## src/hw/rtl/swmt_pkg.sv

```systemverilog
package swmt_pkg;

    localparam int MAX_ENTRIES_DEF  = 16;
    localparam int MINUTES_PER_HOUR = 60;
    localparam int END_SOON_LIMIT   = 10;
    localparam int MINUTES_W        = 11;

    localparam logic [1:0] OP_ADD    = 2'd0;
    localparam logic [1:0] OP_LOOKUP = 2'd1;
    localparam logic [1:0] OP_MARK   = 2'd2;

    typedef struct packed {
        logic [1:0] opcode;
        logic [4:0] start_hour;
        logic [5:0] start_minute;
        logic [4:0] end_hour;
        logic [5:0] end_minute;
        logic [4:0] now_hour;
        logic [5:0] now_minute;
        logic [3:0] target_entry;
    } t_in;

    typedef struct packed {
        logic       hit;
        logic [3:0] found_entry;
        logic       ending_soon;
        logic       table_full;
        logic [4:0] entry_count;
    } t_out;

    typedef struct packed {
        logic [4:0] hour;
        logic [5:0] minute;
    } t_time;

    // one table row: window bounds plus its two marks
    typedef struct packed {
        t_time start_time;
        t_time end_time;
        logic  done;
        logic  soon;
    } t_entry;

    // at most 31 * 60 + 63, fits 11 bits
    function automatic logic [MINUTES_W-1:0] to_minutes(input t_time t);
        return MINUTES_W'(t.hour) * MINUTES_W'(MINUTES_PER_HOUR) + MINUTES_W'(t.minute);
    endfunction

endpackage

```

## src/hw/rtl/schedule_window_match_table.sv

```systemverilog
// channel  | dir | valid   | stall   | payload
// -------- | --- | ------- | ------- | ---------------------
// request  | in  | i_valid | o_stall | i_data  (swmt_pkg::t_in)
// result   | out | o_valid | i_stall | o_data  (swmt_pkg::t_out)
//
// One item at a time. Add, unused opcode, mark beyond the count: idle, emit. Mark done:
// idle, mark, emit. Lookup: idle, scan over k entries (1..MAX_ENTRIES, 0 on an empty
// table), emit; the single read port of the table RAM visits one entry per cycle.
// A new beat is taken while the previous result still sits in the output register;
// a stalled output only holds the block once the next result is ready.
// Reset (i_rst_n low, synchronous) empties the table; RAM contents are not cleared.
module schedule_window_match_table #(
    parameter int MAX_ENTRIES = swmt_pkg::MAX_ENTRIES_DEF
) (
    input  logic            i_clk,
    input  logic            i_rst_n,
    input  logic            i_valid,
    output logic            o_stall,
    input  swmt_pkg::t_in   i_data,
    output logic            o_valid,
    input  logic            i_stall,
    output swmt_pkg::t_out  o_data
);

    localparam int AW = (MAX_ENTRIES > 1) ? $clog2(MAX_ENTRIES) : 1;
    localparam int CW = $clog2(MAX_ENTRIES + 1);
    localparam int MW = swmt_pkg::MINUTES_W;

    localparam logic [1:0] S_IDLE = 2'd0;
    localparam logic [1:0] S_SCAN = 2'd1;
    localparam logic [1:0] S_MARK = 2'd2;
    localparam logic [1:0] S_EMIT = 2'd3;

    logic [1:0]      r_state, n_state;
    logic [CW-1:0]   r_count, n_count;
    logic [AW-1:0]   r_idx,   n_idx;
    logic [MW-1:0]   r_now,   n_now;
    swmt_pkg::t_out  r_res,   n_res;
    swmt_pkg::t_out  r_out;
    logic            r_out_valid;

    logic            ram_we;
    logic [AW-1:0]   ram_waddr;
    logic [AW-1:0]   ram_raddr;
    swmt_pkg::t_entry ram_wdata;
    logic [$bits(swmt_pkg::t_entry)-1:0] ram_rdata;
    swmt_pkg::t_entry rd;

    logic [MW-1:0]   start_m;
    logic [MW-1:0]   end_m;
    logic            in_win;
    logic            near_end;
    logic            set_soon;
    logic            last_entry;
    logic            load_out;

    swmt_ram #(
        .WIDTH ($bits(swmt_pkg::t_entry)),
        .DEPTH (MAX_ENTRIES)
    ) u_ram (
        .i_clk   (i_clk),
        .i_we    (ram_we),
        .i_waddr (ram_waddr),
        .i_wdata (ram_wdata),
        .i_raddr (ram_raddr),
        .o_rdata (ram_rdata)
    );

    assign rd         = swmt_pkg::t_entry'(ram_rdata);
    assign start_m    = swmt_pkg::to_minutes(rd.start_time);
    assign end_m      = swmt_pkg::to_minutes(rd.end_time);
    assign in_win     = (r_now >= start_m) && (end_m > r_now);
    assign near_end   = (end_m - r_now) <= MW'(swmt_pkg::END_SOON_LIMIT);
    assign set_soon   = near_end && !rd.done;
    assign last_entry = (32'(r_idx) + 32'd1) == 32'(r_count);
    assign load_out   = (r_state == S_EMIT) && (!r_out_valid || !i_stall);

    always_comb begin
        n_state   = r_state;
        n_count   = r_count;
        n_idx     = r_idx;
        n_now     = r_now;
        n_res     = r_res;
        ram_we    = 1'b0;
        ram_waddr = r_idx;
        ram_wdata = rd;
        ram_raddr = r_idx + AW'(1);

        case (r_state)
            S_IDLE: begin
                if (i_valid) begin
                    n_res   = '0;
                    n_state = S_EMIT;
                    case (i_data.opcode)
                        swmt_pkg::OP_ADD: begin
                            if (32'(r_count) >= MAX_ENTRIES) begin
                                n_res.table_full = 1'b1;
                            end else begin
                                ram_we                     = 1'b1;
                                ram_waddr                  = AW'(r_count);
                                ram_wdata.start_time.hour   = i_data.start_hour;
                                ram_wdata.start_time.minute = i_data.start_minute;
                                ram_wdata.end_time.hour     = i_data.end_hour;
                                ram_wdata.end_time.minute   = i_data.end_minute;
                                ram_wdata.done             = 1'b0;
                                ram_wdata.soon             = 1'b0;
                                n_count                    = r_count + CW'(1);
                            end
                        end
                        swmt_pkg::OP_LOOKUP: begin
                            n_now     = swmt_pkg::to_minutes({i_data.now_hour,
                                                              i_data.now_minute});
                            n_idx     = '0;
                            ram_raddr = '0;
                            if (r_count != '0) begin
                                n_state = S_SCAN;
                            end
                        end
                        swmt_pkg::OP_MARK: begin
                            if (32'(i_data.target_entry) < 32'(r_count)) begin
                                ram_raddr = AW'(i_data.target_entry);
                                n_idx     = AW'(i_data.target_entry);
                                n_state   = S_MARK;
                            end
                        end
                        default: begin
                        end
                    endcase
                    n_res.entry_count = 5'(n_count);
                end
            end
            S_SCAN: begin
                if (in_win) begin
                    if (set_soon) begin
                        ram_we         = 1'b1;
                        ram_wdata.soon = 1'b1;
                    end
                    n_res.hit         = 1'b1;
                    n_res.found_entry = 4'(r_idx);
                    n_res.ending_soon = rd.soon | set_soon;
                    n_state           = S_EMIT;
                end else if (last_entry) begin
                    n_state = S_EMIT;
                end else begin
                    n_idx = r_idx + AW'(1);
                end
            end
            S_MARK: begin
                // read-modify-write of the target row, end-soon mark untouched
                ram_we         = 1'b1;
                ram_wdata.done = 1'b1;
                n_state        = S_EMIT;
            end
            S_EMIT: begin
                if (load_out) begin
                    n_state = S_IDLE;
                end
            end
            default: begin
                n_state = S_IDLE;
            end
        endcase
    end

    always_ff @(posedge i_clk) begin
        if (!i_rst_n) begin
            r_state     <= S_IDLE;
            r_count     <= '0;
            r_out_valid <= 1'b0;
        end else begin
            r_state <= n_state;
            r_count <= n_count;
            if (load_out) begin
                r_out_valid <= 1'b1;
            end else if (!i_stall) begin
                r_out_valid <= 1'b0;
            end
        end
    end

    always_ff @(posedge i_clk) begin
        r_idx <= n_idx;
        r_now <= n_now;
        r_res <= n_res;
        if (load_out) begin
            r_out <= r_res;
        end
    end

    assign o_stall = (r_state != S_IDLE);
    assign o_valid = r_out_valid;
    assign o_data  = r_out;

endmodule

```

## src/hw/rtl/swmt_ram.sv

```systemverilog
module swmt_ram #(
    parameter int WIDTH = 8,
    parameter int DEPTH = 16
) (
    input  logic                                       i_clk,
    input  logic                                       i_we,
    input  logic [((DEPTH > 1) ? $clog2(DEPTH) : 1)-1:0] i_waddr,
    input  logic [WIDTH-1:0]                           i_wdata,
    input  logic [((DEPTH > 1) ? $clog2(DEPTH) : 1)-1:0] i_raddr,
    output logic [WIDTH-1:0]                           o_rdata
);

    logic [WIDTH-1:0] r_mem [DEPTH];
    logic [WIDTH-1:0] r_rdata;

    always_ff @(posedge i_clk) begin
        if (i_we) begin
            r_mem[i_waddr] <= i_wdata;
        end
        r_rdata <= r_mem[i_raddr];
    end

    assign o_rdata = r_rdata;

endmodule

```

## config.mk

```make
export PLATFORM = sky130hd
export DESIGN_NAME = schedule_window_match_table
export DESIGN_NICKNAME = d
export VERILOG_FILES = /design/src/hw/rtl/swmt_pkg.sv /design/src/hw/rtl/schedule_window_match_table.sv /design/src/hw/rtl/swmt_ram.sv
export SDC_FILE = /design/constraint.sdc
export NUM_CORES = 1
export LEC_CHECK = 0
export ABC_CLOCK_PERIOD_IN_PS = 10800
export BUFFER_PORTS_ARGS = -buffer_cell sky130_fd_sc_hd__buf_2
export CAP_MARGIN = 30
export CORE_MARGIN = 2
export CORE_UTILIZATION = 30
export CTS_CLUSTER_DIAMETER = 200
export DETAILED_ROUTE_END_ITERATION = 10
export SKIP_LAST_GASP = 1
export SLEW_MARGIN = 20
export SYNTH_ARGS = -nofsm -noshare
export SYNTH_HDL_FRONTEND = slang
export SYNTH_HIERARCHICAL = 1
export SYNTH_SLANG_ARGS = --single-unit
```

## constraint.sdc

```tcl
create_clock -name i_clk -period 10.8 [get_ports i_clk]
set_input_delay 1.08 -clock i_clk [delete_from_list [all_inputs] [get_ports i_clk]]
set_output_delay 1.08 -clock i_clk [all_outputs]
set_load 0.03 [all_outputs]
```

Word-level counts from Yosys, hierarchy flattened
Memory sizes are Yosys's and may differ from the RTL's. A register that Yosys moved wholly into a read port is not among the register bits.
Index checks and enable logic that the tools add are counted.
Widths: inputs -> output; s select.
- RAM bits: 384
- register bits: 47
- bits of input ports: 43
- memories: 1
- memory list (memory ; words ; width ; read ports ; clocked after memory_dff ; wr ports ; RTL line ; RTL):
    u_ram.r_mem ; 16 ; 24 ; 1 ; 1 ; 1 ; swmt_ram.sv:13 ; logic [WIDTH-1:0] r_mem [DEPTH];
- reduce and logical (&&, ||, !) cells: 17
- order comparisons: 5
- add/subtract/negate cells: 7
- equal/unequal tests: 15
- mux-type cells: 47
- bitwise gates (word level): 1
- multiply operators: 3
- operators by type and width (operator ; number):
    $mux 24 ; 3
    $mux 4 ; 11
    $add 11x6->11 ; 3
    $mul 5x4->9 const B ; 3
    $pmux 4 s2 ; 3
    $mux 22 ; 1
    $mux 1 ; 14
    $mux 12 ; 1
    $pmux 6 s2 ; 1
    $ge 11x11->1 ; 1
    $gt 11x11->1 ; 1
    $le 11x4->1 const B ; 1
    $sub 11x11->11 ; 1
    $mux 2 ; 5
    $mux 5 ; 2
    $ne 2x2->1 const B ; 5
    $reduce_and 3->1 ; 3
    $pmux 2 s4 ; 1
    $eq 2x2->1 const B ; 3
    $mux 6 ; 1
    $ne 3x3->1 const B ; 2
    $reduce_and 6->1 ; 1
    $add 4x1->5 const B ; 1
    $add 5x1->5 const B ; 1
    18 further kinds ; 26

Longest topological paths before layout
Gate-level depths: netlist of the first run.
- depth in word-level cells: 10
- mapped depth: 21
- depth with buffers taken out: 20

By module
The synthesis of the first run kept the hierarchy.
- modules (own cells, without submodules) (module ; area each (sq um) ; times used ; sequential area each (sq um) ; cells each):
    swmt_ram ; 14930.6 ; 1 ; 12011.5 ; 636
    schedule_window_match_table ; 5525.3 ; 1 ; 1331.3 ; 630

Least setup slack after synthesis of the first run
No wires, ideal clock.
- kind: reg-to-reg
- from: register u_ram.r_rdata[10], in the netlist u_ram/o_rdata[10] (read register of u_ram.r_mem)
- to: memory u_ram/r_mem[0][0] in the netlist's numbering (enable)
- path slack: 3.338 ns
- data arrival time: 7.026 ns
- setup time: 0.435 ns
- clock period less this slack: 7.462 ns
- stages on the path, launching flop included: 21
- path buffers: 0
- cells stage by stage: dfxtp_1 inv_1 fa_1 fa_1 inv_1 ha_1 nor2b_1 o21ai_0 a21boi_0 or4b_2 nand3_1 xnor2_1 ha_1 nor4b_1 a2111oi_2 nand4b_1 nor4b_2 o2111ai_1 o41ai_2 or3b_2 nor3_1
- longest elaborated chain between the ends: 10
- ends and longest elaborated chain (what ; RTL line ; RTL):
    from (decl) ; swmt_ram.sv:14 ; logic [WIDTH-1:0] r_rdata;
    $mul 5x4->9 (*) ; swmt_pkg.sv:46 ; return MINUTES_W'(t.hour) * MINUTES_W'(MINUTES_PER_HOUR) + MINUTES_W'(t.minute);
    $add 11x6->11 (*) ; swmt_pkg.sv:46 ;
    $sub 11x11->11 ; schedule_window_match_table.sv:73 ; assign near_end = (end_m - r_now) <= MW'(swmt_pkg::END_SOON_LIMIT);
    $le 11x4->1 ; schedule_window_match_table.sv:73 ;
    $logic_and 1x1->1 ; schedule_window_match_table.sv:74 ; assign set_soon = near_end && !rd.done;
    $mux 1 ; schedule_window_match_table.sv:134 ; if (set_soon) begin
    $mux 1 (*) ; schedule_window_match_table.sv:133 ; if (in_win) begin
    $pmux 1 s3 (*) ; schedule_window_match_table.sv:89 ; case (r_state)
    net ram_we ; schedule_window_match_table.sv:42 ; logic ram_we;
    $mux 1 (*) ; swmt_ram.sv:17 ; if (i_we) begin
    $mux 1 (implied by the code) (*) ; swmt_ram.sv:18 ; r_mem[i_waddr] <= i_wdata;
    to (decl) ; swmt_ram.sv:13 ;
The timed path passes the listed nets; every way through them passes the cells marked *.

Final worst setup path of the first run
- from: register u_ram.r_rdata[10], in the netlist u_ram/o_rdata[10] (read register of u_ram.r_mem)
- to: memory u_ram/r_mem[2][16] in the netlist's numbering (enable)
The elaborated chain is that of the path after synthesis.

==> metrics.cfg, run 1 <==
[critical_path]
startpoint_type = flop
crit_slowest_cell = nor2_4
path_buf_inv = 2
crit_arrival_ns = 7.31
crit_path_end_kind = flop
reg2reg_from = u_ram/o_rdata[10]
crit_family = simple AND/OR/NAND/NOR gates
worstReg2RegEnd = u_ram/r_mem[2][16]
cp.required_ns = 11.00
cp_max_fo = 24
path_cells = inv_1, fa_1, fa_1, inv_1, ha_1, nor2b_1, o21ai_0, a21boi_0, or4b_2, nand3_1, xnor2_1, ha_1, nor4b_1, a2111oi_2, nand4b_1, nor4b_2, o2111ai_1, o41ai_2, or3b_2, nor2_4
cp_num_cells = 20
critical_path_class = reg2reg
reg2reg_depth = 20
slowest_delay_ns = 0.71
crit_start = u_ram/o_rdata[10]
r2r_slack_ns = 3.70
endpoint = u_ram/r_mem[2][16]

[cells_and_area]
areaGrowthSynthToFinish_pct = 15.4
fillers = 6235
drive_above_1_share_pct = 20.6
final_nets = 1511
diodes = 0

[floorplan]
die_h_um = 265
rows = 95
io_pins = 57
initial_core_util_pct = 30.4
dieArea_um2 = 70300
core_area_um2 = 67400
die_w_um = 265

[timing]
final-hold-violation-count = 0
fin_crit_sh_pct = 65.8
final-setup-viol-count = 0
timing.fmax_ghz = 0.141
tightest_slew_ns = 0.962
setup_tns_ns = 0
period_needed_ns = 7.10
clock_skew_ns = 0.0210
max_slew_margin_pct = 35.7
hold_ws_ns = 0.416
final_max_slew_viol_count = 0
fin_ws_ns = 3.70
rsz0062_at_grt = false

[cts]
holdBufCountCts = 0
numCtsBuffers = 48
clkSinkCount = 455
post-cts-setup-buffers = 0
post_cts.resized_instances = 0
path_clk_slew_ns = 0.06
cts_buffer_depth = 3
cts_tree = yes
htree_levels = 2
clk_latency_ns = 0.59
root_buffer = clkbuf_16

[synthesis]
synthXorXnorAreaFrac_pct = 1.63
synthDistinctLibCells = 64
ys_seq_area_share_pct = 65.2
synth_async_sr_flop_share_pct = 0
avgSynthCellArea_um2 = 16.2
synth_nets = 1417
yosys_register_bits = 455
yosys.area_share.simple_pct = 5.84
syn_area_um2 = 20500
muxShareOfSynthArea_pct = 10.8
synth_compound_area_share_pct = 6.29
yosys.area_share.adder_pct = 7.52
syn_inst = 1266
synth_top_family_by_area = multiplexers
yosys_warnings = 6
synthFlopType = edfxtp_1
synth-edff-count = 423

[placed_design]
routabilityCongestion = 0.854
place_ws_ns = 3.66
dpl.hpwl_mm = 29.6
portBuffers = 56

[routing]
drt_iter0_drc = 946
drc = 0
antenna_left = 0
drt-total-wl_mm = 46.2
via_per_inst = 4.97
routed.top_layer = met5
drt-met1-wl_mm = 20.3
wl_met2_mm = 22.0
vias = 11300
drtPass1Iterations = 5
post_drt_wl_per_cell_um = 20.4
wl_met3_mm = 2.98

[run]
max-cap-violations = 0

[worst_hold_path]
hold_class = reg2reg

[global_route]
grt_pass1_vias = 11700
gr-total-overflow = 0
grt_max_degree = 97
antenna_found_initial = 2
grt_pass1_wl_mm = 71.2
grt_usage_pct = 13.3

[outcome]
status = finished clean

[cells in the final DEF, fill, tap and decap left out, drive strengths merged, types with 14 or more instances in the layout]
cell / count
ha: 83
fa: 25
nand2: 111
clkbuf: 63
clkinv: 16
buf: 90
mux4: 96
a21oi: 25
o21ai: 41
a22oi: 49
xnor2: 26
edfxtp: 423
nand3: 14
nor2b: 18
dfxtp: 32
a21o: 14
inv: 85
nor2: 35
[worst min-delay path by stage]
stage	start	to	slack (ns)	cells past startpoint
floorplan	r_res[0]	o_data[0]	0.40	0
global placement	r_res[11]	o_data[11]	0.41	0
detailed placement	r_res[4]	o_data[4]	0.41	0
CTS	r_res[4]	o_data[4]	0.42	0
global route	r_res[4]	o_data[4]	0.43	0
finish	r_res[4]	o_data[4]	0.42	0
[metal layers]
metal	up-vias	GRT usage, %
li1	5097	-
met1	5754	18.1
met2	354	21.7
met3	73	2.43
met4	2	3.99
met5	-	0
[synthesized netlist by cell type, types with 18 or more instances]
cell	count	share of area (%)
clkbuf_1	30	0.55
edfxtp_1	423	62
xnor2_1	26	1.1
dfxtp_1	32	3.1
a21oi_1	25	0.61
o21ai_0	41	1.0
mux4_2	96	11
ha_1	83	5.1
nand2_1	111	2.0
fa_1	25	2.4
inv_1	83	1.5
a22oi_1	49	1.8
nor2b_1	18	0.55
nor2_1	35	0.64
[state kept, by name (all words and copies together), names as in the netlist]
| signal | count |
|---|---|
| r_now | 11 |
| o_data | 12 |
| r_count | 5 |
| u_ram/r_mem | 384 |
| o_valid | 1 |
| r_res | 12 |
| r_idx | 4 |
| u_ram/o_rdata | 24 |
| r_state | 2 |
[layout make-up]
cell class              count  area (µm²)  share of cell area [%]
well taps                 873        1090                    4.63
inverters                  83         312                    1.32
clock inverters            24         221                   0.938
clock buffers              61        1270                    5.38
flip-flops and latches    455       13300                    56.5
repair buffers             92         663                    2.81
multi-input cells         680        6700                    28.4
[metrics by stage]
step	util (%)	instance area, µm²	instances
after CTS	34.8	23500	2261
after global placement	32.5	21900	2173
after global routing	35.0	23600	2268
final	35.0	23600	2268
after floorplan	-	20500	1266
after detailed placement	32.6	22000	2176
[cell families (layout without fill, tap and decap cells)]
logic type | count (synthesis) | in the layout
XOR/XNOR | 38 | 38
AO/OA/AOI/OAI | 186 | 186
buffers and inverters | 131 | 260
adder cells (fa/ha/maj) | 108 | 108
AND/OR/NAND/NOR | 247 | 247
multiplexers | 101 | 101
flip-flops | 455 | 455
Power of run 1 is not shown: default switching activity piles up to over one toggle a cycle in this logic, so the estimate is an artifact.
==> run 2, diff against run 1 <==
ABC_CLOCK_PERIOD_IN_PS = 5880   (was 10800)
clock period = 5.88 ns   (was 10.8 ns; I/O delays follow)
==> run 2 against run 1 <==
Clock skew shrank 0.0048 ns; global-route usage up 0.35 points; critical path depth grew 5; via count rose by 3.0%; the flow now finishes with violations (negative setup slack); highest routed layer is now met4; largest cell class unchanged; design area rose by 6.0%.
==> metrics.cfg, run 2 (synthesized netlist as in run 1, its figures left out) <==
[cells_and_area]
final_nets = 1589
top_register = u_ram/r_mem
areaGrowthSynthToFinish_pct = 22.3
largest_reg_flops = 384
diodes = 0
mostFrequentLayoutCells = edfxtp_1 (423), nand2_1 (111), mux4_2 (96), inv_1 (80), ha_1 (80)
fillers = 6182
final_common_cell = edfxtp_1
drive_above_1_share_pct = 26.0
design_area_um2 = 25000

[floorplan]
initial_core_util_pct = 30.4
rows = 95
dieArea_um2 = 70300
core_area_um2 = 67400
die_w_um = 265
die_h_um = 265
io_pins = 57

[timing]
final_max_slew_viol_count = 0
hold_ws_ns = 0.190
timing.fmax_ghz = 0.169
max_slew_margin_pct = 35.1
final-setup-viol-count = 65
final-hold-violation-count = 0
rsz0062_at_grt = true
tightest_slew_ns = 0.964
period_needed_ns = 5.93
fin_ws_ns = -0.0465
clock_skew_ns = 0.0162
fin_crit_sh_pct = 101

[placed_design]
routabilityCongestion = 0.820
dpl.hpwl_mm = 32.4
placed_cell_area_um2 = 22900
portBuffers = 56

[global_route]
antenna_found_initial = 0
grt_pass1_wl_mm = 72.8
grt_pass1_vias = 11900
gr-total-overflow = 0
grt_max_degree = 97
grt_usage_pct = 13.6

[cts]
clk_latency_ns = 0.59
clkSinkCount = 455
htree_levels = 2
root_buffer = clkbuf_16
cts_buffer_depth = 3
path_clk_slew_ns = 0.06
numCtsBuffers = 45
cts_tree = yes

[critical_path]
startpoint_type = flop
slowest_delay_ns = 0.52
path_buf_inv = 8
critical_path_class = reg2reg
path_common_cell = buf_4
cp_max_fo = 6
crit_arrival_ns = 6.22
crit_family = adder cells
crit_slowest_cell = fa_1
cp.required_ns = 6.17
crit_path_end_kind = flop

[routing]
drtPass1Iterations = 5
via_per_inst = 4.96
antenna_left = 0
drt-total-wl_mm = 50.1
drt_iter0_drc = 1041
vias = 11600
post_drt_wl_per_cell_um = 21.3
drc = 0

[outcome]
violations = negative setup slack
status = finished, violations left

[worst_hold_path]
hold_class = in2reg

[run]
max-cap-violations = 0

[run 2: metrics by stage]
stage,setup slack (ns),setup TNS [ns],std cells,utilization (%)
after floorplan,-0.192,-11.26,1266,-
after global placement,-0.0827,-7.29,2226,33.9
after detailed placement,-0.135,-12.93,2229,34.0
after CTS,-0.0461,-0.875,2321,36.4
after global routing,-0.377,-91.04,2345,37.1
final,-0.0465,-1.40,2345,37.1
[run 2: final cells by class]
type                            count  area, µm²  share of cell area (%)
Sequential cell                   455      13400                    53.4
Inverter                           83        312                    1.25
Clock buffer                       56       1170                    4.67
Timing Repair Buffer              173       1960                    7.85
Tap cell                          873       1090                    4.37
Multi-Input combinational cell    680       6850                    27.4
Clock inverter                     25        270                    1.08
[run 2: per-layer routing]
layer  up-vias  routed length (µm)  global-route usage (%)  part of all wire, %
met5         -                   0                       0                    0
met4         0                 803                    3.22                  1.6
met3        56                2550                    2.38                  5.1
met2       302               24100                    22.4                   48
met1      6013               22600                    18.8                   45
li1       5252                   -                       -                    -
[run 2: path summary, 6_finish.rpt]
check / startpoint / end / depth (start not counted) / slack, ns
max: u_ram/o_rdata[10] / u_ram/r_mem[8][16] / 25 / -0.05
min: i_data[4] / r_now[0] / 1 / 0.19
max reg2reg: u_ram/o_rdata[10] / u_ram/r_mem[8][16] / 25 / -0.05
min reg2reg: r_res[3] / o_data[3] / 0 / 0.42
[run 2: repair_timing]
action                                  CTS  global route
setup buffers                             8            13
hold buffers                              0             0
resized for setup                         6            22
pin swaps                                 2            15
endpoints found under the setup margin  208           384
cloned                                    3            13
Power of run 2 is left out for the same reason.
==> run 3, diff against run 2 <==
ABC_CLOCK_PERIOD_IN_PS = 6400   (was 5880)
CELL_PAD_IN_SITES_DETAIL_PLACEMENT = 1   (was default)
CELL_PAD_IN_SITES_GLOBAL_PLACEMENT = 2   (was default)
PLACE_DENSITY_LB_ADDON = 0.1   (was default)
clock period = 6.4 ns   (was 5.88 ns; I/O delays follow)
==> run 3 against run 2 <==
The flow now finishes without violations; worst hold slack improved by 0.041 ns; final cell count barely moved; clock-buffer cell count rose by 14; core utilization fell by 0.12 points; first-iteration DRC count fell by 26%; via count fell by 0.51%; wire length rose by 14%; non-clock buffer count fell by 16; design area fell by 0.32%; fmax fell by 3.6%; critical path depth fell by 2; clock skew rose by 0.029 ns; critical endpoint is now u_ram/r_mem[2][0].
==> metrics.cfg, run 3 (synthesized netlist as in run 1, its figures left out) <==
[placed_design]
portBuffers = 56
routabilityCongestion = 0.751
place_ws_ns = -0.0636
dpl.hpwl_mm = 37.2

[worst_hold_path]
worstHoldEndpoint = r_now[1]
hold_class = in2reg
holdPathStages = 1
min-delay-start = i_data[5]

[floorplan]
die_h_um = 265
die_w_um = 265
core_area_um2 = 67400
rows = 95
initial_core_util_pct = 30.4
io_pins = 57
dieArea_um2 = 70300

[critical_path]
worstReg2RegEnd = u_ram/r_mem[2][0]
reg2reg_from = u_ram/o_rdata[10]
critical_path_class = reg2reg
crit_path_end_kind = flop
cp.required_ns = 6.73
crit_arrival_ns = 6.47
startpoint_type = flop
crit_start = u_ram/o_rdata[10]
reg2reg_depth = 23
cp_max_fo = 7
r2r_slack_ns = 0.25

[global_route]
grt_max_degree = 97
antenna_found_initial = 4
grt_pass1_wl_mm = 84.2
grt_usage_pct = 16.3
gr-total-overflow = 0
grt_pass1_vias = 12600

[routing]
drt-total-wl_mm = 57.2
via_per_inst = 4.93
antenna_left = 0
drtPass1Iterations = 5
vias = 11600
post_drt_wl_per_cell_um = 24.4
drt_iter0_drc = 768
drc = 0

[cells_and_area]
fillers = 6759
drive_above_1_share_pct = 26.0
final_nets = 1580
diodes = 0
final_common_cell = edfxtp_1
top_register = u_ram/r_mem
areaGrowthSynthToFinish_pct = 21.9
largest_reg_flops = 384
mostFrequentLayoutCells = edfxtp_1 (423), nand2_1 (111), mux4_2 (96), inv_1 (82), ha_1 (79)

[timing]
fin_ws_ns = 0.253
final_max_slew_viol_count = 0
rsz0062_at_grt = true
final-hold-violation-count = 0
timing.fmax_ghz = 0.163
clock_skew_ns = 0.0449
max_slew_margin_pct = 32.2
fin_crit_sh_pct = 96.0
period_needed_ns = 6.15
tightest_slew_ns = 1.01
final-setup-viol-count = 0

[cts]
htree_levels = 2
cts_tree = yes
clkSinkCount = 455
root_buffer = clkbuf_16
numCtsBuffers = 52
clk_latency_ns = 0.62
path_clk_slew_ns = 0.06
cts_buffer_depth = 3

[outcome]
status = finished clean

[run]
max-cap-violations = 0

-- run 3: routing by layer --
| layer | track usage (%) | vias to the layer above | part of all wire [%] |
|---|---|---|---|
| met2 | 27.4 | 186 | 49 |
| met5 | 0 | - | 0.024 |
| met4 | 4.44 | 2 | 2.1 |
| met3 | 2.19 | 73 | 3.4 |
| met1 | 22.1 | 6077 | 46 |
| li1 | - | 5226 | - |
-- run 3: worst max-delay path: stages, from the launching register on --
cell	delay [ns]
dfxtp_2	0.32
buf_6	0.12
fa_2	0.47
fa_1	0.57
inv_1	0.06
fa_1	0.52
inv_2	0.05
ha_4	0.29
nand2b_4	0.06
a21oi_4	0.13
nand3_2	0.11
xnor2_2	0.17
ha_1	0.31
a21boi_4	0.15
a2111oi_4	0.35
nand4b_1	0.19
nor4b_2	0.34
o2111ai_2	0.18
o41ai_2	0.32
buf_4	0.18
or3b_4	0.41
buf_6	0.15
nor2_4	0.22
clkbuf_16	0.21
-- run 3: how the worst max path moves through the flow --
stage / end / slack [ns] / depth (start not counted)
floorplan: u_ram/r_mem[5][0] / -0.04 / 20
global placement: u_ram/r_mem[1][20] / -0.01 / 23
detailed placement: u_ram/r_mem[2][20] / -0.06 / 23
CTS: u_ram/r_mem[2][15] / 0.005 / 23
global route: u_ram/r_mem[2][17] / -0.06 / 23
finish: u_ram/r_mem[2][0] / 0.25 / 23
-- run 3: cell type report --
type	instances	area, µm²	area share [%]
Inverter	83	312	1.25
Sequential cell	455	13300	53.5
Timing Repair Buffer	157	1570	6.29
Clock inverter	28	313	1.25
Clock buffer	70	1430	5.74
Tap cell	873	1090	4.38
Multi-Input combinational cell	680	6870	27.5
-- run 3: per-stage QoR --
step           TNS (ns)  cells  area (µm²)  utilization, %  hold WS [ns]
2_1_floorplan     -6.19   1266       20500               -         0.400
3_3_place_gp     -0.228   2228       22700            33.7         0.403
3_5_place_dp      -3.13   2229       22700            33.7         0.406
4_1_cts               0   2329       24500            36.4         0.188
5_1_grt          -0.723   2346       24900            37.0         0.207
6_report              0   2346       24900            37.0         0.231
-- run 3: timing repair --
item | in CTS | in global routing
gates cloned | 0 | 6
endpoints found under the setup margin | 82 | 384
buffers inserted | 2 | 10
endpoints found under the hold margin | 0 | 0
hold buffers | 0 | 0
resized for setup | 1 | 35
pin swaps | 3 | 23
Power of run 3 is left out for the same reason.
